$ cat config.mk
export PLATFORM = sky130hd
export DESIGN_NAME = msgc_front_flat
export DESIGN_NICKNAME = d
export VERILOG_FILES = /design/src/sv/msgc_pkg.sv /design/src/sv/msgc_ifs.sv /design/src/sv/msgc_front.sv /design/src/flat_wrapper.sv
export SDC_FILE = /design/constraint.sdc
export NUM_CORES = 1
export LEC_CHECK = 0
export BUFFER_PORTS_ARGS = -buffer_cell sky130_fd_sc_hd__buf_2
export CORE_MARGIN = 2
export CORE_UTILIZATION = 56
export DETAILED_ROUTE_END_ITERATION = 10
export PLACE_DENSITY = 0.77
export REMOVE_ABC_BUFFERS = 1
export SYNTH_ARGS = -nofsm -noshare
export SYNTH_HDL_FRONTEND = slang
export SYNTH_SLANG_ARGS = --single-unit
$ cat constraint.sdc
create_clock -name i_clk -period 10.5 [get_ports i_clk]
set_input_delay 0.525 -clock i_clk [delete_from_list [all_inputs] [get_ports i_clk]]
set_output_delay 0.525 -clock i_clk [all_outputs]
set_load 0.01 [all_outputs]
$ cat src/sv/msgc_pkg.sv
package msgc_pkg;

    localparam int REG_STOPS = 7;
    localparam int POS_W     = 16;
    localparam int CH_W      = 8;
    localparam int NUM_CH    = 4;
    localparam int COLOR_W   = NUM_CH * CH_W;
    localparam int CFG_W     = 48;
    localparam int CFG_IDX_W = 3;
    localparam int NUM_W     = CH_W + POS_W;
    localparam int STOP_POS_LSB = COLOR_W;

    localparam logic [CFG_IDX_W-1:0] REG_STOP_COUNT = 3'd0;
    localparam logic [CFG_IDX_W-1:0] REG_STOP_FIRST = 3'd1;

    // one blend job: an end color is sent as pcol == ncol, ofs 0, rng 1
    typedef struct packed {
        logic [COLOR_W-1:0] pcol;
        logic [COLOR_W-1:0] ncol;
        logic [POS_W-1:0]   ofs;
        logic [POS_W-1:0]   rng;
    } t_job;

endpackage

$ cat src/sv/msgc_ifs.sv
interface msgc_pos_if;
    logic        valid;
    logic        ready;
    logic [15:0] position;
    modport source (output valid, output position, input ready);
    modport sink   (input valid, input position, output ready);
endinterface


$ cat src/sv/msgc_front.sv
module msgc_front #(
    parameter int MAX_STOPS     = 7,
    parameter int POSITION_BITS = 16
) (
    input  logic                            i_clk,
    input  logic                            i_rst_n,
    input  logic                            i_cfg_we,
    input  logic [msgc_pkg::CFG_IDX_W-1:0]  i_cfg_idx,
    input  logic [msgc_pkg::CFG_W-1:0]      i_cfg_data,
    msgc_pos_if.sink                        i_pos,
    output logic                            o_job_valid,
    input  logic                            i_job_ready,
    output msgc_pkg::t_job                  o_job
);
    import msgc_pkg::*;

    localparam logic [POS_W-1:0] POS_MASK = POS_W'((32'd1 << POSITION_BITS) - 32'd1);
    localparam logic [2:0]       MAX_CNT  = 3'(MAX_STOPS);

    logic [2:0]       r_cnt;
    logic [CFG_W-1:0] r_stop [0:REG_STOPS-1];
    logic             r_fv;
    t_job             r_job;
    t_job             n_job;

    logic [2:0]       cnt;
    logic [POS_W-1:0] pos_m;
    logic [POS_W-1:0] sp [0:REG_STOPS-1];
    logic [2:0]       idx;
    logic             found;
    logic [POS_W-1:0] pp, np, ofs;
    logic             take;

    assign take        = !r_fv || i_job_ready;
    assign i_pos.ready = take;
    assign o_job_valid = r_fv;
    assign o_job       = r_job;

    always_ff @(posedge i_clk) begin
        if (!i_rst_n) begin
            r_cnt <= '0;
            for (int i = 0; i < REG_STOPS; i++) r_stop[i] <= '0;
        end else if (i_cfg_we) begin
            if (i_cfg_idx == REG_STOP_COUNT) begin
                r_cnt <= i_cfg_data[2:0];
            end else begin
                r_stop[i_cfg_idx - REG_STOP_FIRST] <= i_cfg_data;
            end
        end
    end

    always_comb begin
        cnt   = (r_cnt > MAX_CNT) ? MAX_CNT : r_cnt;
        pos_m = i_pos.position & POS_MASK;
        for (int i = 0; i < REG_STOPS; i++) begin
            sp[i] = r_stop[i][STOP_POS_LSB +: POS_W] & POS_MASK;
        end
        // first used stop not below the position
        found = 1'b0;
        idx   = cnt;
        for (int i = 0; i < REG_STOPS; i++) begin
            if (!found && 3'(i) < cnt && sp[i] >= pos_m) begin
                found = 1'b1;
                idx   = 3'(i);
            end
        end
        pp = sp[idx - 3'd1];
        np = sp[idx];
        ofs = pos_m - pp;

        n_job.ofs  = '0;
        n_job.rng  = POS_W'(1);
        n_job.pcol = r_stop[0][COLOR_W-1:0];
        if (cnt == 3'd0) begin
            n_job.pcol = '0;
        end else if (cnt == 3'd1 || idx == 3'd0) begin
            n_job.pcol = r_stop[0][COLOR_W-1:0];
        end else if (idx >= cnt) begin
            n_job.pcol = r_stop[cnt - 3'd1][COLOR_W-1:0];
        end else if (np <= pp) begin
            n_job.pcol = r_stop[idx - 3'd1][COLOR_W-1:0];
        end else begin
            n_job.pcol = r_stop[idx - 3'd1][COLOR_W-1:0];
            n_job.rng  = np - pp;
            n_job.ofs  = (ofs > np - pp) ? np - pp : ofs;
        end
        n_job.ncol = (n_job.ofs == '0) ? n_job.pcol : r_stop[idx][COLOR_W-1:0];
    end

    always_ff @(posedge i_clk) begin
        if (!i_rst_n) begin
            r_fv <= 1'b0;
        end else if (take) begin
            r_fv <= i_pos.valid;
        end
        if (take && i_pos.valid) begin
            r_job <= n_job;
        end
    end

endmodule

$ cat src/flat_wrapper.sv
// flat-port wrapper written by rule: the top's interface ports become plain ports
module msgc_front_flat import msgc_pkg::*;
#(
    parameter int MAX_STOPS     = 7,
    parameter int POSITION_BITS = 16
)
  (i_clk, i_rst_n, i_cfg_we, i_cfg_idx, i_cfg_data, o_job_valid, i_job_ready, o_job, i_pos_valid, i_pos_position, i_pos_ready);
  msgc_pos_if i_pos_i ();
  input  logic i_clk;
  input  logic i_rst_n;
  input  logic i_cfg_we;
  input  logic [msgc_pkg::CFG_IDX_W-1:0] i_cfg_idx;
  input  logic [msgc_pkg::CFG_W-1:0] i_cfg_data;
  output logic o_job_valid;
  input  logic i_job_ready;
  output msgc_pkg::t_job o_job;
  input wire logic [$bits(i_pos_i.valid)-1:0] i_pos_valid;
  input wire logic [$bits(i_pos_i.position)-1:0] i_pos_position;
  output wire logic [$bits(i_pos_i.ready)-1:0] i_pos_ready;
  assign i_pos_i.valid = i_pos_valid;
  assign i_pos_i.position = i_pos_position;
  assign i_pos_ready = i_pos_i.ready;
  msgc_front #(.MAX_STOPS(MAX_STOPS), .POSITION_BITS(POSITION_BITS)) u_core (.i_clk(i_clk), .i_rst_n(i_rst_n), .i_cfg_we(i_cfg_we), .i_cfg_idx(i_cfg_idx), .i_cfg_data(i_cfg_data), .i_pos(i_pos_i), .o_job_valid(o_job_valid), .i_job_ready(i_job_ready), .o_job(o_job));
endmodule
### Word-level counts from Yosys, hierarchy flattened

Memory sizes are Yosys's and may differ from the RTL's.
Cells that the tools add are included.

| cells by class | value |
|---|---|
| add/sub/neg operators | 5 |
| magnitude comparators | 20 |
| eq/ne operators | 1 |
| mux-type cells | 37 |
| bitwise logic cells | 2 |
| reductions and logical operators | 30 |

Operators by type and width:

| cell | number |
|---|---|
| two-way mux 32 bit | 8 |
| greater-or-equal comparator 16 bit | 7 |
| binary-select mux 16 bit (select 3 bit) | 2 |
| two-way mux 16 bit | 5 |
| two-way mux 48 bit | 1 |
| OR reduction 48 bit | 1 |
| subtractor 16 bit | 2 |
| two-way mux 3 bit | 9 |
| greater-than comparator 16 bit | 1 |
| <= comparator 16 bit | 1 |
| zero test 16 bit | 1 |
| logical AND 1 bit | 14 |
| two-way mux 1 bit | 12 |
| zero test 3 bit | 3 |
| < comparator 3 bit (first input constant) | 3 |
| subtractor 3 x 1 -> 3 bit (second input constant) | 3 |
| greater-or-equal comparator 4 bit (second input constant) | 2 |
| NOT 3 -> 4 bit | 2 |
| zero test 1 bit | 7 |
| < comparator 1 x 3 -> 1 bit (first input constant) | 2 |
| < comparator 2 x 3 -> 1 bit (first input constant) | 2 |
| OR reduction 4 bit | 1 |
| equality test 3 x 1 -> 1 bit (second input constant) | 1 |
| greater-or-equal comparator 3 bit | 1 |
| 3 further kinds | 4 |

| storage, ports and cells | value |
|---|---|
| flip-flop bits (word level) | 100 |
| RAM bits | 336 |
| input bits | 72 |
| output and inout bits | 98 |
| logic and storage cells | 102 |
| memories kept | 1 |

Memory list:

| name | depth | bits a word | rd ports | clocked after Yosys merged registers in | write ports | line | text |
|---|---|---|---|---|---|---|---|
| u_core.r_stop | 7 | 48 | 10 | 0 | 7 | msgc_front.sv:21 | `logic [CFG_W-1:0] r_stop [0:REG_STOPS-1];` |

### Depth between registers and ports, before layout

| depth | value |
|---|---|
| depth in word-level cells | 43 |
| gate-level depth with buffers | 44 |
| mapped depth without buffers | 37 |

### Worst setup path before layout

OpenSTA, ideal clock, no wires.

| timing | value |
|---|---|
| kind | input-to-reg |
| start | input i_pos_position[13] |
| end | register u_core.r_job (netlist bit u_core.o_job[33]), data pin |
| library setup time | 0.260 ns |
| arrival | 9.774 ns |
| data required time | 10.240 ns |
| slack | 0.467 ns |
| cell stages on the path | 43 |
| path buffers | 9 |
| cell sequence | inv_1 ha_1 a21o_1 a21o_1 a221o_1 a211oi_2 and3_1 o2111a_2 a21oi_2 nand2_2 clkbuf_1 clkbuf_1 clkbuf_1 buf_1 inv_1 ha_1 clkbuf_1 clkbuf_1 (+7 left out) a211oi_1 o21a_1 o21ai_0 nand2b_1 a211oi_1 nor2_1 o21ai_0 nand2b_1 xnor3_1 ha_1 nand2_1 nor2_1 nand4_1 nor3_1 a21oi_1 o311ai_4 buf_6 mux2_2 |

RTL lines:

| element | line | text |
|---|---|---|
| start: declaration | flat_wrapper.sv:18 | `input wire logic [$bits(i_pos_i.position)-1:0] i_pos_position;` |
| end signal: assignment | msgc_front.sv:97 | `r_job <= n_job;` |
| end: declaration | msgc_front.sv:23 | `t_job r_job;` |

==> reports/metrics.cfg <==
[critical_path]
cp-start-kind=register
worst_path_largest_cell_delay_ps=560
startpoint=u_core.r_stop[4][47]
end_kind=register
cp_data_arrival_time_ps=10050
crit_slowest_cell=o41ai_1
crit_top_cell=a21oi_1
cp_max_fo=32
r2r_start=u_core.r_stop[4][47]
required_ps=10880
crit_type=register to register
rr_worst_depth=35

[grt]
grt_pass1_vias=25707
grt_max_degree=145
grtUsageTotal_pct=35.9
grt-ovfl-total=0
grt_pass1_wl_microns=152000
grt_antenna_before_repair=1

[synth]
post_synth_inst_count=3005
synth_top_area_cell=edfxtp_1
synth_area_leaders=edfxtp_1, ha_1, nand2_1, mux2i_1, mux4_2
ys_ff_latch=468
synth_edf_count=416
synth-main-ff-cell=edfxtp_1
yosysUniqueCellTypes=77
yosysWarnings=0
syn-cell-area_sq_um=29800
seq_area_frac_synth_pct=45.4
synth_area_per_cell_sq_um=9.92
async_reset_ff_share_pct=0
synth_top_cell_area_share_pct=41.9

[floorplanning]
die_area_sq_um=55100
die_height_microns=235
coreArea_sq_um=52600
die_w_microns=235
num_io_pins=170
initial_core_util_pct=56.7
fp-row-count=84

[cts]
cts.path.max_buffers=3
cts_buffers=51
cts_tree=yes
clk_latency_ps=630
postCtsSetupBuffers=0
hold_buffers=0
cts_resized=0
clk_pin_slew_ps=60
cts_sinks=468
cts_max_level=2
root_buffer=clkbuf_16

[sta]
rsz0062_at_grt=no
hold_violations=0
worstMarginPinSlew_ps=1220
clock.fmax_mhz=103
hold_slack_ps=177
period_share_pct=92.1
relSlewSlack_pct=18.4
setup_viol=0
skew_ps=29.7
drv_slew=0
finalCriticalPeriod_ps=9670

[routing]
ant_nets=0
drt_wl_total_microns=102000
drtIter0Drc=3687
drc=1
first_pass_iters=9
vias_per_cell=6.80
route.vias.total=25860
wire_per_inst_microns=26.9

[status]
violations=design-rule violations
outcome=finished, violations left

[final_layout]
fin_util_pct=62.6
final_cells=3801
fin_nets=3308
drive_gt1_share_pct=14.6
area_delta_synth_final_pct=10.4
nFillCells=4215

[job]
maxCapViolCount=0

[placement]
globalplace.congestion=0.992
port_buffers=169
hpwl_microns=61000
place_inst=3704

[min_path]
holdPathStages=3
hold_class=input port to register
min_from=i_pos_valid

[pwr]
powerDensity_nw_per_um2=167
p_leak_nw=13.2
vdd_drop_max_uv=139

## through the flow
step | power [mW] | area, sq um | setup WS (ps) | TNS (ps)
after floorplan | 3.25 | 29000 | -5800 | -329690
after global placement | 3.66 | 31300 | 1030 | 0
after detailed placement | 3.70 | 31300 | 774 | 0
after CTS | 5.44 | 32900 | 1120 | 0
after global routing | 5.66 | 32900 | 435 | 0
final | 5.48 | 32900 | 825 | 0
## flip-flops by register name, indices dropped and copies added (netlist names)
register	flops
u_core.o_job	96
u_core.o_job_valid	1
u_core.r_cnt	3
u_core.r_stop	368
## critical path, delay by kind of cell, from the launching register on
| kind | cells | cell delay (ps) |
|---|---|---|
| AO/OA/AOI/OAI | 15 | 3440 |
| AND/OR/NAND/NOR | 12 | 3170 |
| adder cells (fa/ha/maj) | 4 | 1350 |
| flip-flops | 1 | 490 |
| multiplexers | 1 | 390 |
| buffers and inverters | 2 | 380 |
| XOR/XNOR | 1 | 130 |
## routing by layer
metal	part of all wire [%]	track usage, %
met5	0	0
met3	12	7.14
met2	46	57.0
met1	36	46.1
met4	6.0	20.8
## cells in the mapped netlist (5+ instances only)
master	instances
a211oi_1	27
a21o_1	70
a21oi_1	183
a221oi_1	17
a22o_1	64
a31oi_1	66
a32oi_1	34
and2_1	26
and3_1	37
buf_1	36
clkbuf_1	165
dfxtp_1	52
edfxtp_1	416
ha_1	165
inv_1	107
mux2_1	14
mux2_2	51
mux2i_1	159
mux4_2	66
nand2_1	526
nand2b_1	20
nand3_1	37
nand4_1	18
nor2_1	352
nor2b_1	12
nor3_1	17
nor4_1	5
o21a_1	18
o21ai_0	94
o22ai_1	34
o31a_1	5
o31ai_1	6
or4_1	5
xnor2_1	16
xor2_1	12
## cell families after synthesis
kind of cell | Yosys count | synth area share, %
multiplexers | 291 | 12.9
XOR/XNOR | 29 | 0.898
buffers and inverters | 317 | 4.08
flip-flops | 468 | 45.4
adder cells (fa/ha/maj) | 169 | 7.13
AND/OR/NAND/NOR | 1070 | 14.9
AO/OA/AOI/OAI | 661 | 14.7
## final cells by class
cell class	count	area (sq um)	share of cell area, %
Timing Repair Buffer	219	1250	3.79
Multi-Input combinational cell	2220	15200	46.3
Clock inverter	23	205	0.624
Inverter	109	410	1.25
Sequential cell	468	13500	41.2
Clock buffer	73	1410	4.29
Antenna cell	1	2.50	0.00761
Tap cell	688	861	2.62
## power breakdown
| part | internal (mW) | switching [mW] |
|---|---|---|
| Combinational | 0.535 | 0.901 |
| Clock | 0.988 | 0.774 |
| Sequential | 2.18 | 0.104 |
| Total | 3.70 | 1.78 |
## placed cells by master, fill, tap and decap left out, types with 6 or more instances in the layout
master     netlist  layout
a211oi_1        27      27
a21o_1          70      70
a21oi_1        183     181
a221oi_1        17      17
a22o_1          64      64
a31oi_1         66      66
a32oi_1         34      34
and2_1          26      24
and3_1          37      36
buf_2            4     169
buf_4            0      48
clkbuf_1       165      18
clkbuf_16        0      52
clkinv_1         0       7
clkinv_2         0      10
dfxtp_1         52      51
edfxtp_1       416     416
ha_1           165     163
inv_1          107     107
mux2_1          14      14
mux2_2          51      51
mux2i_1        159     159
mux4_2          66      66
nand2_1        526     517
nand2_2          1       7
nand2b_1        20      19
nand3_1         37      35
nand4_1         18      18
nor2_1         352     350
nor2b_1         12      12
nor3_1          17      15
o21a_1          18      18
o21ai_0         94      92
o22ai_1         34      34
o31ai_1          6       6
xnor2_1         16      16
xor2_1          12      11
## final timing paths
| check | endpoint | slack [ps] |
|---|---|---|
| setup / recovery | u_core.o_job[56] | 830 |
| hold / removal | u_core.o_job_valid | 180 |
| setup reg to reg | u_core.o_job[56] | 830 |
| hold reg to reg | u_core.r_stop[6][14] | 520 |
Power figures use the tool's default switching activity.
