File: config.mk
export PLATFORM = sky130hd
export DESIGN_NAME = msgc_back_flat
export DESIGN_NICKNAME = d
export VERILOG_FILES = /design/src/sv/msgc_pkg.sv /design/src/sv/msgc_ifs.sv /design/src/sv/msgc_back.sv /design/src/flat_wrapper.sv
export SDC_FILE = /design/constraint.sdc
export NUM_CORES = 2
export LEC_CHECK = 0
export ABC_CLOCK_PERIOD_IN_PS = 33100
export BUFFER_PORTS_ARGS = -buffer_cell sky130_fd_sc_hd__buf_4
export CORE_ASPECT_RATIO = 1.2
export CORE_MARGIN = 2
export CORE_UTILIZATION = 59
export DETAILED_ROUTE_END_ITERATION = 16
export PLACE_DENSITY = 0.84
export SYNTH_ARGS = -nofsm -noshare
export SYNTH_HDL_FRONTEND = slang
export SYNTH_SLANG_ARGS = --single-unit
File: constraint.sdc
create_clock -name i_clk -period 33.1 [get_ports i_clk]
set_input_delay 3.31 -clock i_clk [delete_from_list [all_inputs] [get_ports i_clk]]
set_output_delay 3.31 -clock i_clk [all_outputs]
set_load 0.02 [all_outputs]
File: src/sv/msgc_pkg.sv
package msgc_pkg;

    localparam int REG_STOPS = 7;
    localparam int POS_W     = 16;
    localparam int CH_W      = 8;
    localparam int NUM_CH    = 4;
    localparam int COLOR_W   = NUM_CH * CH_W;
    localparam int CFG_W     = 48;
    localparam int CFG_IDX_W = 3;
    localparam int NUM_W     = CH_W + POS_W;
    localparam int STOP_POS_LSB = COLOR_W;

    localparam logic [CFG_IDX_W-1:0] REG_STOP_COUNT = 3'd0;
    localparam logic [CFG_IDX_W-1:0] REG_STOP_FIRST = 3'd1;

    // one blend job: an end color is sent as pcol == ncol, ofs 0, rng 1
    typedef struct packed {
        logic [COLOR_W-1:0] pcol;
        logic [COLOR_W-1:0] ncol;
        logic [POS_W-1:0]   ofs;
        logic [POS_W-1:0]   rng;
    } t_job;

endpackage

File: src/sv/msgc_ifs.sv


interface msgc_color_if;
    logic        valid;
    logic        ready;
    logic [31:0] color;
    modport source (output valid, output color, input ready);
    modport sink   (input valid, input color, output ready);
endinterface

File: src/sv/msgc_back.sv
module msgc_back (
    input  logic           i_clk,
    input  logic           i_rst_n,
    input  logic           i_valid,
    output logic           o_pop,
    input  msgc_pkg::t_job i_job,
    msgc_color_if.source   o_color
);
    import msgc_pkg::*;

    localparam int STG = CH_W;

    logic             adv;
    logic             r_mv;
    logic [NUM_W-1:0] r_num [0:NUM_CH-1];
    logic [POS_W-1:0] r_mrng;
    logic             r_dv  [0:STG-1];
    logic [NUM_W-1:0] r_rem [0:STG-1][0:NUM_CH-1];
    logic [CH_W-1:0]  r_q   [0:STG-1][0:NUM_CH-1];
    logic [POS_W-1:0] r_drng [0:STG-1];

    logic [NUM_W-1:0] n_num [0:NUM_CH-1];
    logic [NUM_W-1:0] n_rem [0:STG-1][0:NUM_CH-1];
    logic [CH_W-1:0]  n_q   [0:STG-1][0:NUM_CH-1];
    logic [NUM_W-1:0] in_rem [0:STG-1][0:NUM_CH-1];
    logic [CH_W-1:0]  in_q   [0:STG-1][0:NUM_CH-1];
    logic [POS_W-1:0] in_rng [0:STG-1];
    logic [NUM_W-1:0] dsh [0:STG-1];
    logic [POS_W-1:0] wgt_p;

    assign adv           = !r_dv[STG-1] || o_color.ready;
    assign o_pop         = adv;
    assign o_color.valid = r_dv[STG-1];
    always_comb begin
        for (int c = 0; c < NUM_CH; c++) begin
            o_color.color[c*CH_W +: CH_W] = r_q[STG-1][c];
        end
    end

    // prev*(rng-ofs) + next*ofs, per channel
    always_comb begin
        wgt_p = i_job.rng - i_job.ofs;
        for (int c = 0; c < NUM_CH; c++) begin
            n_num[c] = NUM_W'(i_job.pcol[c*CH_W +: CH_W]) * NUM_W'(wgt_p)
                     + NUM_W'(i_job.ncol[c*CH_W +: CH_W]) * NUM_W'(i_job.ofs);
        end
    end

    // restoring division, one quotient bit per stage, msb first
    always_comb begin
        for (int s = 0; s < STG; s++) begin
            in_rng[s] = (s == 0) ? r_mrng : r_drng[(s == 0) ? 0 : s - 1];
            dsh[s]    = NUM_W'(in_rng[s]) << (STG - 1 - s);
            for (int c = 0; c < NUM_CH; c++) begin
                in_rem[s][c] = (s == 0) ? r_num[c] : r_rem[(s == 0) ? 0 : s - 1][c];
                in_q[s][c]   = (s == 0) ? '0 : r_q[(s == 0) ? 0 : s - 1][c];
                n_rem[s][c]  = in_rem[s][c];
                n_q[s][c]    = in_q[s][c];
                if (in_rem[s][c] >= dsh[s]) begin
                    n_rem[s][c]            = in_rem[s][c] - dsh[s];
                    n_q[s][c][STG - 1 - s] = 1'b1;
                end
            end
        end
    end

    always_ff @(posedge i_clk) begin
        if (!i_rst_n) begin
            r_mv <= 1'b0;
            for (int s = 0; s < STG; s++) r_dv[s] <= 1'b0;
        end else if (adv) begin
            r_mv    <= i_valid;
            r_dv[0] <= r_mv;
            for (int s = 1; s < STG; s++) r_dv[s] <= r_dv[s-1];
        end
        if (adv) begin
            r_mrng <= i_job.rng;
            for (int c = 0; c < NUM_CH; c++) r_num[c] <= n_num[c];
            for (int s = 0; s < STG; s++) begin
                r_drng[s] <= in_rng[s];
                for (int c = 0; c < NUM_CH; c++) begin
                    r_rem[s][c] <= n_rem[s][c];
                    r_q[s][c]   <= n_q[s][c];
                end
            end
        end
    end

endmodule

File: src/flat_wrapper.sv
// flat-port wrapper written by rule: the top's interface ports become plain ports
module msgc_back_flat import msgc_pkg::*;
  (i_clk, i_rst_n, i_valid, o_pop, i_job, o_color_valid, o_color_color, o_color_ready);
  msgc_color_if o_color_i ();
  input  logic i_clk;
  input  logic i_rst_n;
  input  logic i_valid;
  output logic o_pop;
  input  msgc_pkg::t_job i_job;
  output wire logic [$bits(o_color_i.valid)-1:0] o_color_valid;
  output wire logic [$bits(o_color_i.color)-1:0] o_color_color;
  input wire logic [$bits(o_color_i.ready)-1:0] o_color_ready;
  assign o_color_valid = o_color_i.valid;
  assign o_color_color = o_color_i.color;
  assign o_color_i.ready = o_color_ready;
  msgc_back u_core (.i_clk(i_clk), .i_rst_n(i_rst_n), .i_valid(i_valid), .o_pop(o_pop), .i_job(i_job), .o_color(o_color_i));
endmodule
# [Word level (Yosys, flattened, before mapping)]
# Memories as Yosys holds them, arrays and structs flattened.
# Index checks and enable logic that the tools add are counted.
[totals] regBits=17 latch_bits=0 ram_bits=1256 romBits=0 inputBits=100 word_cells=171 mem_count=5
[memory_table] memory="u_core.r_rem" depth=8 width=96 read_ports=7 rd_clocked_by_memory_dff=0 write_ports=8 line_no="msgc_back.sv:18" rtl="logic [NUM_W-1:0] r_rem [0:STG-1][0:NUM_CH-1];"
[memory_table] memory="u_core.r_q" depth=8 width=32 read_ports=8 rd_clocked_by_memory_dff=0 write_ports=8 line_no="msgc_back.sv:19" rtl="logic [CH_W-1:0] r_q [0:STG-1][0:NUM_CH-1];"
[memory_table] memory="u_core.r_drng" depth=8 width=16 read_ports=7 rd_clocked_by_memory_dff=0 write_ports=8 line_no="msgc_back.sv:20" rtl="logic [POS_W-1:0] r_drng [0:STG-1];"
[memory_table] memory="u_core.r_num" depth=4 width=24 read_ports=4 rd_clocked_by_memory_dff=0 write_ports=4 line_no="msgc_back.sv:15" rtl="logic [NUM_W-1:0] r_num [0:NUM_CH-1];"
[memory_table] memory="u_core.r_dv" depth=8 width=1 read_ports=8 rd_clocked_by_memory_dff=0 write_ports=8 line_no="msgc_back.sv:17" rtl="logic r_dv [0:STG-1];"
[op_classes] addsub=37 mul=8 div_mod_pow=0 magnitude_cmp=32 eq_ne=0 shifts=0 mux=77 n_bitwise=8 n_reduce_logical=2
[ops] op="two-way mux 24 bit" n=32
[ops] op="multiplier 8 x 16 -> 24 bit" n=8
[ops] op="adder 24 bit" n=4
[ops] op="greater-or-equal comparator 24 x 16 -> 1 bit" n=4
[ops] op="greater-or-equal comparator 24 x 17 -> 1 bit" n=4
[ops] op="greater-or-equal comparator 24 x 18 -> 1 bit" n=4
[ops] op="greater-or-equal comparator 24 x 19 -> 1 bit" n=4
[ops] op="greater-or-equal comparator 24 x 20 -> 1 bit" n=4
[ops] op="greater-or-equal comparator 24 x 21 -> 1 bit" n=4
[ops] op="greater-or-equal comparator 24 x 22 -> 1 bit" n=4
[ops] op="greater-or-equal comparator 24 x 23 -> 1 bit" n=4
[ops] op="subtractor 24 x 16 -> 24 bit" n=4
[ops] op="subtractor 24 x 17 -> 24 bit" n=4
[ops] op="subtractor 24 x 18 -> 24 bit" n=4
[ops] op="subtractor 24 x 19 -> 24 bit" n=4
[ops] op="subtractor 24 x 20 -> 24 bit" n=4
[ops] op="subtractor 24 x 21 -> 24 bit" n=4
[ops] op="subtractor 24 x 22 -> 24 bit" n=4
[ops] op="subtractor 24 x 23 -> 24 bit" n=4
[ops] op="two-way mux 1 bit" n=45
[ops] op="subtractor 16 bit" n=1
[ops] op="bitwise OR 1 bit" n=8
[ops] op="zero test 1 bit" n=1
[ops] op="logical OR 1 bit" n=1

# [Longest topological paths before layout]
# An unclocked memory read counts as a cell.
[depth] word_depth=7 mapped_depth=33 mapped_depth_nobuf=32

# [Worst setup path before layout]
# No wires, ideal clock.
[synth_timing] path_kind="input -> output" start="input o_color_ready" end="output o_pop" arrival_ns=31.747 t_required_ns=29.790 slack_ns=-1.957 path_stages=2 path_buffers=1 cell_sequence="nand2b_1 clkbuf_1"
[synth_between] elab_chain_len=1
[synth_lines] element="start, declared" line_no="flat_wrapper.sv:12" rtl="input wire logic [$bits(o_color_i.ready)-1:0] o_color_ready;"
[synth_lines] element="logical OR 1 bit" line_no="msgc_back.sv:31" rtl="assign adv = !r_dv[STG-1] || o_color.ready;"
[synth_lines] element="end, declared" line_no="flat_wrapper.sv:8" rtl="output logic o_pop;"
# Every way passes these cells.

==> flow_metrics.py <==
metrics = {
    "routing": {
        "drtIter0Drc": 4342,
        "ant_nets": 0,
        "routed_wl_um": 252000,
        "drt_first_pass_iters": 8,
        "wl_per_cell_um": 21.8,
        "drc": 0,
        "vias": 68300,
        "avgViaCountPerCell": 5.90,
    },
    "logic_synthesis": {
        "ys_types": 97,
        "synth.most_common_cell": "inv_1",
        "synth_flop_cell": "edfxtp_1",
        "synth_nets": 11100,
        "synthesis.area_um2": 94900,
        "synth_top_area_frac": 0.331,
        "avgSynthCellArea_um2": 10.2,
        "ys_async_sr_fraction": 0,
        "synth_seq_area_share": 0.332,
        "yosys.area.top_type": "edfxtp_1",
        "ys_seq_elements": 1049,
        "yosysWarnings": 0,
        "synth_common_cells": "inv_1, edfxtp_1, nand2_1, fa_1, ha_1",
        "synth_enable_flop_cells": 1047,
        "syn_inst": 9328,
        "yosys-top-cells-area": "edfxtp_1, fa_1, ha_1",
    },
    "timing": {
        "slew-limit-headroom": 0.248,
        "setup_ws_ns": 21.47,
        "rsz0062_at_grt": "no",
        "finalCritPeriodShare": 0.351,
        "setup_viol": 0,
        "fin_skew_ns": 0.0577,
        "hold_viol": 0,
        "timing.fmax_mhz": 86.0,
        "min_period_ns": 11.63,
        "fin_setup_tns_ns": 0,
        "tightestPinTransition_ns": 1.13,
        "drv_slew": 0,
    },
    "critical_path": {
        "crit_top_cell": "fa_1",
        "path_max_fanout": 33,
        "crit_path_max_incr_delay_ns": 0.80,
        "critPathRequiredTime_ns": 33.62,
        "rrSetupSlack_ns": 27.90,
        "crit_type": "primary input to register",
        "start_kind": "primary input",
        "arrival_ns": 12.15,
        "slowest_stage": "xnor2_2",
        "end_kind": "register",
    },
    "die": {
        "die_width_um": 370,
        "pin_count": 134,
        "coreArea_um2": 160000,
        "die_h_um": 443,
        "row_count": 161,
        "start_util": 0.593,
        "dieArea_um2": 164000,
    },
    "clock_tree": {
        "clockBufferDepth": 3,
        "clk_pin_slew_worst_paths_ns": 0.06,
        "cts_hold_buf": 0,
        "cts-buffers-inserted": 112,
        "post_cts_buffers": 0,
        "cts_num_sinks": 1049,
        "ctsResizeCount": 0,
        "cts_tree": "built",
        "htreeDepth": 3,
        "cts-root-buf": "clkbuf_16",
        "clock_latency_ns": 0.78,
    },
    "final_layout": {
        "finalInstanceArea_um2": 102000,
        "final_cells": 11600,
        "final_nets": 11100,
        "area_growth_pct": 7.52,
        "drive_above_1_share": 0.0602,
    },
    "placement": {
        "port_buffers": 133,
        "dp_hpwl_um": 202000,
        "pre_cts_slack_ns": 20.76,
        "placed_cell_area_um2": 98100,
        "place.gp.congestion": 1.01,
        "placed_cells": 11400,
    },
    "grt": {
        "grt_max_degree": 83,
        "grt.overflow.total": 0,
        "grt_pass1_vias": 72000,
        "grt_pass1_wl_um": 393000,
        "antenna_found_initial": 6,
        "grtUsageTotal": 0.311,
    },
    "min_path": {
        "hp-class": "register to register",
    },
    "run_status": {
        "status": "finished, final reports clean",
    },
    "job": {
        "maxCapViolations": 0,
    },
}
==> cells in the final DEF, fill, tap and decap left out, types with 18 or more instances in the layout <==
| cell | netlist | routed |
|---|---|---|
| nand4_1 | 68 | 68 |
| o21bai_1 | 55 | 55 |
| nor4_1 | 33 | 33 |
| nor3_1 | 136 | 136 |
| o21ai_0 | 379 | 378 |
| and3_1 | 37 | 37 |
| nand2b_1 | 134 | 133 |
| inv_1 | 1306 | 1306 |
| or2_2 | 29 | 29 |
| fa_1 | 861 | 861 |
| edfxtp_1 | 1047 | 1047 |
| nor2b_1 | 140 | 140 |
| mux2_2 | 93 | 93 |
| nand2_1 | 893 | 893 |
| a21o_1 | 223 | 223 |
| and2_1 | 473 | 473 |
| clkbuf_16 | 0 | 113 |
| nand3_1 | 99 | 99 |
| nor2_1 | 458 | 458 |
| o2111ai_1 | 19 | 18 |
| bufinv_16 | 0 | 19 |
| xnor2_1 | 327 | 318 |
| o211ai_1 | 39 | 39 |
| o21a_1 | 65 | 65 |
| clkinv_2 | 0 | 18 |
| a21oi_1 | 543 | 542 |
| buf_4 | 3 | 189 |
| nand4b_1 | 20 | 20 |
| mux2i_1 | 38 | 38 |
| or4_1 | 22 | 22 |
| xor2_1 | 210 | 207 |
| a211oi_1 | 54 | 54 |
| or3_1 | 50 | 50 |
| a31oi_1 | 40 | 39 |
| o31ai_1 | 54 | 54 |
| ha_1 | 811 | 810 |
| a21boi_0 | 28 | 28 |
==> routing by layer <==
layer	vias up	global-route usage	wire (um)
li1	31700	-	-
met1	33100	0.322	86000
met2	2492	0.560	129000
met5	-	0	15
met3	917	0.0417	13400
met4	2	0.246	23500
==> kinds of logic (layout without fill, tap and decap cells) <==
kind of cell,count (synthesis),in the layout,share of synthesized area
xor gates and xnor gates,537,537,0.0495
DFF,1049,1049,0.332
muxes,131,131,0.0150
and+or+nand+nor,2664,2664,0.140
buffers and inverters,1585,1710,0.0632
other,0,3,0
adders and majority gates,1672,1672,0.288
AOI/OAI and AO/OA,1690,1690,0.113
==> registers in the layout, summed over array words and instances (netlist names) <==
name and count:
u_core.r_num 96, u_core.r_mrng 16, u_core.r_q 144, u_core.r_mv 1
u_core.r_dv 8, u_core.r_rem 672, u_core.r_drng 112
==> critical path: cells and delay by family <==
family | cells | cell delay [ns]
compound gates | 12 | 2.40
simple gates | 4 | 0.62
fa+ha+maj | 9 | 4.06
xor+xnor | 2 | 0.94
buf+inv | 5 | 0.79
==> worst paths after layout <==
check,start,cells after the start,to
worst min-delay path,u_core.r_q[0][93],0,u_core.r_q[0][125]
worst max register to register,u_core.r_dv[3][1],6,u_core.r_q[0][63]
worst min register to register,u_core.r_q[0][93],0,u_core.r_q[0][125]
worst max-delay path,i_job[16],32,u_core.r_num[0][23]
==> per-stage QoR <==
stage / hold WS, ns / util
after floorplan: 0.400 / -
after global placement: 0.401 / 0.612
after detailed placement: 0.405 / 0.612
after CTS: 0.390 / 0.637
after global routing: 0.398 / 0.637
final: 0.390 / 0.637
==> final cells by class <==
class	instances	area, um2
sequential	1049	31500
clock buffer	127	2910
multi-input combinational	6694	57600
antenna	3	7.51
timing repair buffer	189	1420
inverter	1310	4920
fill	12500	58100
clock inverter	84	1090
tap	2119	2650
Power is left out: the tool's default activity adds up to more than one toggle a clock period on the data nets, which glitch-free logic cannot reach.
