File: config.mk
export PLATFORM = sky130hd
export DESIGN_NAME = msgc_fifo
export DESIGN_NICKNAME = d
export VERILOG_FILES = /design/src/sv/msgc_pkg.sv /design/src/sv/msgc_fifo.sv
export SDC_FILE = /design/constraint.sdc
export NUM_CORES = 1
export LEC_CHECK = 0
export ABC_AREA = 0
export BUFFER_PORTS_ARGS = -buffer_cell sky130_fd_sc_hd__buf_2
export CELL_PAD_IN_SITES_DETAIL_PLACEMENT = 1
export CELL_PAD_IN_SITES_GLOBAL_PLACEMENT = 2
export CORE_AREA = 5 5 212 152
export DETAILED_ROUTE_END_ITERATION = 12
export DIE_AREA = 0 0 217 157
export GPL_ROUTABILITY_DRIVEN = 1
export PLACE_DENSITY = 0.6
export SLEW_MARGIN = 5
export SYNTH_ARGS = -nofsm -noshare
export SYNTH_HDL_FRONTEND = slang
export SYNTH_SLANG_ARGS = --single-unit
File: constraint.sdc
create_clock -name i_clk -period 5.1 [get_ports i_clk]
set_clock_uncertainty 0.15 [all_clocks]
set_input_delay 0.255 -clock i_clk [delete_from_list [all_inputs] [get_ports i_clk]]
set_output_delay 0.255 -clock i_clk [all_outputs]
set_load 0.05 [all_outputs]
File: src/sv/msgc_pkg.sv
package msgc_pkg;

    localparam int REG_STOPS = 7;
    localparam int POS_W     = 16;
    localparam int CH_W      = 8;
    localparam int NUM_CH    = 4;
    localparam int COLOR_W   = NUM_CH * CH_W;
    localparam int CFG_W     = 48;
    localparam int CFG_IDX_W = 3;
    localparam int NUM_W     = CH_W + POS_W;
    localparam int STOP_POS_LSB = COLOR_W;

    localparam logic [CFG_IDX_W-1:0] REG_STOP_COUNT = 3'd0;
    localparam logic [CFG_IDX_W-1:0] REG_STOP_FIRST = 3'd1;

    // one blend job: an end color is sent as pcol == ncol, ofs 0, rng 1
    typedef struct packed {
        logic [COLOR_W-1:0] pcol;
        logic [COLOR_W-1:0] ncol;
        logic [POS_W-1:0]   ofs;
        logic [POS_W-1:0]   rng;
    } t_job;

endpackage

File: src/sv/msgc_fifo.sv
module msgc_fifo (
    input  logic           i_clk,
    input  logic           i_rst_n,
    input  logic           i_push,
    output logic           o_ready,
    input  msgc_pkg::t_job i_job,
    output logic           o_valid,
    input  logic           i_pop,
    output msgc_pkg::t_job o_job
);
    import msgc_pkg::*;

    t_job       r_mem [0:1];
    logic       r_wp, r_rp;
    logic [1:0] r_cnt;
    logic       do_push, do_pop;

    assign o_ready = (r_cnt != 2'd2);
    assign o_valid = (r_cnt != 2'd0);
    assign o_job   = r_mem[r_rp];
    assign do_push = i_push && o_ready;
    assign do_pop  = i_pop && o_valid;

    always_ff @(posedge i_clk) begin
        if (!i_rst_n) begin
            r_wp  <= 1'b0;
            r_rp  <= 1'b0;
            r_cnt <= '0;
        end else begin
            if (do_push) r_wp <= ~r_wp;
            if (do_pop)  r_rp <= ~r_rp;
            r_cnt <= r_cnt + 2'(do_push) - 2'(do_pop);
        end
        if (do_push) r_mem[r_wp] <= i_job;
    end

endmodule

After elaboration in Yosys (flattened, before gate mapping):

Memories as Yosys holds them, arrays and structs flattened. A register that Yosys moved wholly into a read port is not among the register bits.
Index checks and enable logic that the tools add are counted.
Widths: inputs -> output; s select.

* memory bits (writable): 192
* memories kept: 1
* output and inout bits: 98
* register bits after elaboration: 4
* input port bits: 100

Memory list
* r_mem: words 2, bits a word 96, rd ports 1, clocked after Yosys merged registers in 1, wr ports 1, line msgc_fifo.sv:13 `t_job r_mem [0:1];`

* equal/unequal tests: 1
* muxes and demuxes: 4
* $add $sub $neg: 2
* reduce and logical (&&, ||, !) cells: 3
* bitwise gates (word level): 2

Operators with widths (number)
* $mux 1: 4
* $add 2x1->2: 1
* $logic_and 1x1->1: 2
* $ne 2x2->1 const B: 1
* $not 1->1: 2
* $reduce_bool 2->1: 1
* $sub 2x1->2: 1

Longest topological paths before layout:

Gate-level depths: netlist of the first run.

* word-level depth: 4
* mapped depth: 8
* gate-level depth less buffers: 8

Least setup slack after synthesis of the first run:

Ideal clock, no wire load.

* path kind: reg2reg
* start point: reg r_cnt[0]
* end point: mem r_mem[0][0] in the netlist's numbering, enable pin
* stages on the path, launching flop included: 4
* required time: 4398 ps
* data arrival time: 5028 ps
* path slack: -630 ps
* buffers on the path: 0
* path through: dfxtp_1 nand2b_1 nand2_1 nor2_1

* word-level cells in the longest chain between the ends: 4

Ends and longest elaborated chain
* start: declaration: line msgc_fifo.sv:15 `logic [1:0] r_cnt;`
* start signal: assignment: line msgc_fifo.sv:32 `r_cnt <= r_cnt + 2'(do_push) - 2'(do_pop);`
* $ne 2x2->1: line msgc_fifo.sv:18 `assign o_ready = (r_cnt != 2'd2);`
* named net o_ready: line msgc_fifo.sv:5 `output logic o_ready,`
* $logic_and 1x1->1: line msgc_fifo.sv:21 `assign do_push = i_push && o_ready;`
* $mux 1: line msgc_fifo.sv:34 `if (do_push) r_mem[r_wp] <= i_job;`
* $mux 1 (not written as such): line msgc_fifo.sv:34
* end: declaration: line msgc_fifo.sv:13

The timed path passes the listed nets, and every way through them passes these cells.

==> results.py, run 1 <==
metrics = {
    "run_status": {
        "outcome": "completed",
    },
    "final_layout": {
        "design_area_um2": 10300,
        "fin_util_pct": 34.6,
        "fillers": 3048,
        "layout-drive-gt1-share_pct": 51.2,
        "syn2layout_area_growth_pct": 40.0,
        "instances_no_fill": 1028,
        "finalNetCount": 732,
    },
    "floorplan": {
        "die_area_um2": 34100,
        "die_y_um": 157,
        "die_w_um": 217,
        "io-pin-count": 198,
        "start_util_pct": 24.7,
        "fp-row-count": 53,
        "core-area_um2": 29800,
    },
    "drt": {
        "routed_wl_mm": 17.0,
        "drtIter0Drc": 126,
        "drc": 0,
        "avgViaCountPerCell": 3.92,
        "firstDrtPassIters": 4,
        "post_drt_wl_per_cell_um": 16.5,
        "vias": 4027,
        "detail-route-antenna-nets": 0,
    },
    "power_and_ir_drop": {
        "pwr-share-comb_pct": 34.8,
        "power.internal_mw": 3.38,
        "power.total_mw": 5.33,
        "power.switching_mw": 1.96,
        "peakVddDrop_v": 0.000238,
        "pwr-share-clk_pct": 25.3,
        "power_leakage_nw": 3.88,
        "sw_frac_of_total_pct": 36.7,
        "seqPwrFrac_pct": 39.9,
        "power_density_nw_per_um2": 517,
    },
    "critical_path": {
        "critical-path-max-stage-delay_ns": 0.73,
        "reg2reg_slack_ns": 2.64,
        "critPathRequiredTime_ns": 4.70,
        "arrival_ns": 2.58,
        "crit_chain": "buf_4 > mux2_2 > buf_2",
        "worst_setup_path_end_kind": "primary output",
        "startpoint_type": "flip-flop",
        "reg2reg_from": "r_cnt[0]",
        "crit_type": "reg2out",
        "rr_worst_depth": 3,
        "cp_max_fo": 49,
        "r2r_end": "r_mem[1][74]",
        "cp_slowest_cell": "dfxtp_4",
    },
    "cts": {
        "insertion_delay_ns": 0.42,
        "htreeDepth": 4,
        "cts_root_buf": "clkbuf_16",
        "ctsResizeCount": 0,
        "cts_tree": "done",
        "cts.sinks": 197,
        "cts_hold_buffers": 97,
        "cts_setup_buffers": 0,
        "clkTransAtPathRegs_ns": 0.06,
        "max-clock-path-buffers": 2,
        "cts_made_buffers": 17,
    },
    "timing": {
        "period_share_pct": 58.4,
        "tns_ns": 0,
        "setup_viol": 0,
        "hold_ws_ns": 0.0966,
        "slew_headroom_pct": 46.1,
        "worstMarginPinSlew_ns": 0.808,
        "drv_slew": 0,
        "rsz0062_at_grt": "no",
        "period_minus_slack_ns": 2.98,
        "max_clock_freq_mhz": 336,
        "hold_viol": 0,
        "layout_setup_ws_ns": 2.12,
    },
    "placed_design": {
        "gp_congestion": 0.699,
        "io_buffers": 197,
        "dp.final_hpwl_mm": 11.2,
        "place_ws_ns": 2.51,
        "dpl.cell_count": 899,
        "placed_area_um2": 8750,
    },
    "grt": {
        "grt.total_usage_pct": 9.87,
        "grt_start_max_net_pins": 53,
        "grt_pass1_vias": 4558,
        "grt_pass1_wl_mm": 25.7,
        "antenna_found_initial": 1,
        "overflow": 0,
    },
    "hold_path": {
        "hp-class": "in2reg",
        "hold_path_end": "r_wp",
        "worstHoldStart": "i_push",
        "hold_depth": 3,
    },
    "synth": {
        "synth_common_cells": "edfxtp_1 (192), mux2_2 (56), mux2_4 (40)",
        "synth_area_leader_cell": "edfxtp_1",
        "synth_most_common_cell": "edfxtp_1",
        "synth_top_area_share_pct": 78.3,
        "synth.area.top_cells": "edfxtp_1 (78%), mux2_2 (8.6%), mux2_4 (8.2%)",
        "ys_types": 20,
        "ys_ff_latch": 197,
        "synth_nets": 425,
        "ys_seq_area_share_pct": 79.7,
        "yosys_warnings": 0,
        "synth.avg_cell_area_um2": 22.8,
        "async_flop_share_pct": 0,
        "syn_inst": 323,
        "syn_area_um2": 7360,
        "synth_edf_count": 192,
        "synth_ff_type": "edfxtp_1",
    },
    "run": {
        "maxCapViolCount": 0,
    },
}
[sequential cells by signal (all words and copies together) (netlist names), named ones only]
register and cells:
r_cnt 2, r_mem 192, r_wp 1, r_rp 1
[layout make-up]
class	instances	area (um2)	share of cell area [%]
multi-input combinational	114	1370	13.3
clock buffer	19	433	4.20
antenna	1	2.50	0.0243
inverter	1	3.75	0.0364
tap	385	482	4.67
timing repair buffer	299	1990	19.3
sequential	197	5870	56.9
clock inverter	12	151	1.47
[cell families (layout without fill, tap and decap cells)]
family	count (synthesis)	after routing	synth area share, %
AOI/OAI and AO/OA	1	1	0.102
muxes	97	97	16.9
DFF	197	197	79.7
adders and majority gates	2	2	0.340
buffers and inverters	12	331	1.84
xor gates and xnor gates	3	3	0.357
and+or+nand+nor	11	11	0.833
other	0	1	0
[cell usage in the layout (no fill, tap or decap), types with 2 or more instances in the layout]
cell type,n
buf_2,197
clkinv_1,2
clkinv_2,2
buf_4,5
inv_6,3
and2_1,2
nand2b_1,2
mux2_2,56
mux2_4,40
dlygate4sd3_1,97
clkbuf_1,2
edfxtp_1,192
xnor2_1,3
nor2b_1,2
bufinv_16,3
dfxtp_1,4
ha_1,2
clkinv_4,2
clkbuf_16,17
nand2_1,2
[power by group through the flow]
stage	Sequential (mW)	Clock [mW]	Combinational [mW]
floorplan	2.12	0	1.50
global placement	2.16	0	1.81
detailed placement	2.17	0	1.82
CTS	2.14	1.42	1.89
global route	2.15	1.48	1.95
finish	2.13	1.35	1.86
[worst max path at each step]
stage,end,slack (ns),cells after the start
finish,o_job[52],2.12,3
global route,o_job[52],1.94,3
CTS,o_job[52],2.03,3
detailed placement,r_mem[1][82],2.51,3
global placement,o_job[13],2.55,3
floorplan,r_mem[0][0],0.98,3
[per-layer routing]
layer / routed length, um / GRT usage (%) / up-vias
met5: 0 / 0 / -
met4: 170 / 2.80 / 0
met3: 1110 / 3.69 / 11
met2: 8050 / 16.1 / 117
met1: 7660 / 12.5 / 2013
li1: - / - / 1886
[critical path, delay by kind of cell (launching register included)]
| kind | cells | cell delay, ns |
|---|---|---|
| buf+inv | 2 | 0.87 |
| flops | 1 | 0.73 |
| mux | 1 | 0.44 |
No activity file was read; power rests on OpenSTA's default activity.
==> run 2: changes to the inputs <==
==> constraint.sdc (replaced) <==
create_clock -name i_clk -period 2.4 [get_ports i_clk]
set_clock_uncertainty 0.15 [all_clocks]
set_input_delay 0.12 -clock i_clk [delete_from_list [all_inputs] [get_ports i_clk]]
set_output_delay 0.12 -clock i_clk [all_outputs]
set_load 0.05 [all_outputs]
==> run 2 against run 1 <==
Against the previous run: sequential share of layout area fell by 0.29 points; via count up 0.52%; die area is the same; register-to-register slack worse by 2.0 ns; sequential cell count stayed put; setup slack worse by 2.0 ns; combinational power increased by 120%; largest cell class unchanged.
==> results.py, run 2 (same netlist as run 1, synthesis figures left out) <==
metrics = {
    "power_and_ir_drop": {
        "power_density_nw_per_um2": 1080,
        "power_leakage_nw": 3.90,
        "peakVddDrop_v": 0.000456,
    },
    "drt": {
        "vias": 4048,
        "avgViaCountPerCell": 3.92,
        "drtIter0Drc": 145,
        "drc": 0,
        "firstDrtPassIters": 4,
        "post_drt_wl_per_cell_um": 16.7,
        "routed_wl_mm": 17.3,
        "detail-route-antenna-nets": 0,
    },
    "placed_design": {
        "gp_congestion": 0.654,
        "placed_area_um2": 8820,
        "io_buffers": 197,
        "place_ws_ns": 0.579,
        "dp.final_hpwl_mm": 11.3,
    },
    "final_layout": {
        "largest_reg_flops": 192,
        "design_area_um2": 10400,
        "largest_register": "r_mem",
        "finalNetCount": 736,
        "final_common_cell": "buf_2",
        "layout_common_cells": "buf_2 (197), edfxtp_1 (192), dlygate4sd3_1 (99)",
        "layout-drive-gt1-share_pct": 52.2,
        "top_regs": "r_mem: 192 flops, r_cnt: 2 flops",
        "syn2layout_area_growth_pct": 40.8,
    },
    "timing": {
        "period_minus_slack_ns": 2.25,
        "period_share_pct": 93.8,
        "hold_viol": 0,
        "slew_headroom_pct": 57.1,
        "hold_ws_ns": 0.263,
        "max_clock_freq_mhz": 444,
        "layout_setup_ws_ns": 0.149,
        "setup_viol": 0,
        "rsz0062_at_grt": "no",
        "drv_slew": 0,
        "worstMarginPinSlew_ns": 0.643,
    },
    "critical_path": {
        "startpoint_type": "flip-flop",
        "rr_worst_depth": 4,
        "worstSetupEndpoint": "o_job[27]",
        "crit_type": "reg2out",
        "arrival_ns": 1.98,
        "worst_setup_path_end_kind": "primary output",
        "cp_max_fo": 44,
        "reg2reg_slack_ns": 0.63,
        "reg2reg_from": "r_cnt[0]",
        "critPathRequiredTime_ns": 2.13,
        "r2r_end": "r_mem[0][27]",
    },
    "grt": {
        "grt_start_max_net_pins": 58,
        "antenna_found_initial": 1,
        "grt_pass1_vias": 4608,
        "overflow": 0,
        "grt.total_usage_pct": 10.0,
        "grt_pass1_wl_mm": 26.0,
    },
    "cts": {
        "ctsResizeCount": 0,
        "max-clock-path-buffers": 2,
        "insertion_delay_ns": 0.42,
        "cts.sinks": 197,
        "htreeDepth": 4,
        "cts_setup_buffers": 0,
        "clkTransAtPathRegs_ns": 0.07,
        "cts_hold_buffers": 99,
        "cts_made_buffers": 17,
        "cts_tree": "done",
        "cts_root_buf": "clkbuf_16",
    },
    "floorplan": {
        "die_y_um": 157,
        "die_w_um": 217,
        "core-area_um2": 29800,
        "die_area_um2": 34100,
        "io-pin-count": 198,
        "start_util_pct": 24.7,
        "fp-row-count": 53,
    },
    "hold_path": {
        "hp-class": "in2reg",
    },
    "run_status": {
        "outcome": "completed",
    },
    "run": {
        "maxCapViolCount": 0,
    },
}
-- run 2: critical path, stage by stage, from the launching register on --
cell and delay (ns):
dfxtp_4 0.36, buf_4 0.50, mux2_2 0.42, buf_2 0.21
-- run 2: area by class of cell --
cell class / instances / area, um2
Inverter: 1 / 3.75
Timing Repair Buffer: 303 / 2070
Fill cell: 3054 / 19400
Antenna cell: 1 / 2.50
Multi-Input combinational cell: 114 / 1390
Clock inverter: 15 / 125
Sequential cell: 197 / 5870
Clock buffer: 17 / 425
Tap cell: 385 / 482
-- run 2: layer usage --
layer / GRT usage (%) / vias to the layer above / wire length, um
li1: - / 1894 / -
met1: 12.2 / 2034 / 7510
met2: 17.1 / 111 / 8710
met3: 3.31 / 9 / 920
met4: 2.98 / 0 / 147
met5: 0 / - / 0
-- run 2: per-stage QoR --
step	instances	total power, mW	util (%)	TNS, ns
finish	1033	11.2	34.8	0
global route	1033	11.8	34.8	0
CTS	1032	11.4	34.8	0
detailed placement	901	8.55	29.6	0
global placement	901	8.49	29.6	0
floorplan	323	7.70	-	-24.97
-- run 2: worst min path at each step --
| stage | cells past startpoint | slack [ns] | startpoint | to |
|---|---|---|---|---|
| 5_1_grt | 2 | 0.23 | i_job[23] | r_mem[0][23] |
| 3_3_place_gp | 1 | 0.16 | i_job[16] | r_mem[0][16] |
| 6_report | 2 | 0.26 | i_job[43] | r_mem[1][43] |
| 2_1_floorplan | 0 | 0.07 | i_job[0] | r_mem[0][0] |
| 4_1_cts | 2 | 0.22 | i_job[47] | r_mem[0][47] |
| 3_5_place_dp | 1 | 0.16 | i_job[20] | r_mem[0][20] |
-- run 2: power by group --
part	switching, mW	internal (mW)	total, mW
combinational	2.83	1.26	4.09
clock	1.33	1.35	2.68
sequential	0.122	4.32	4.44
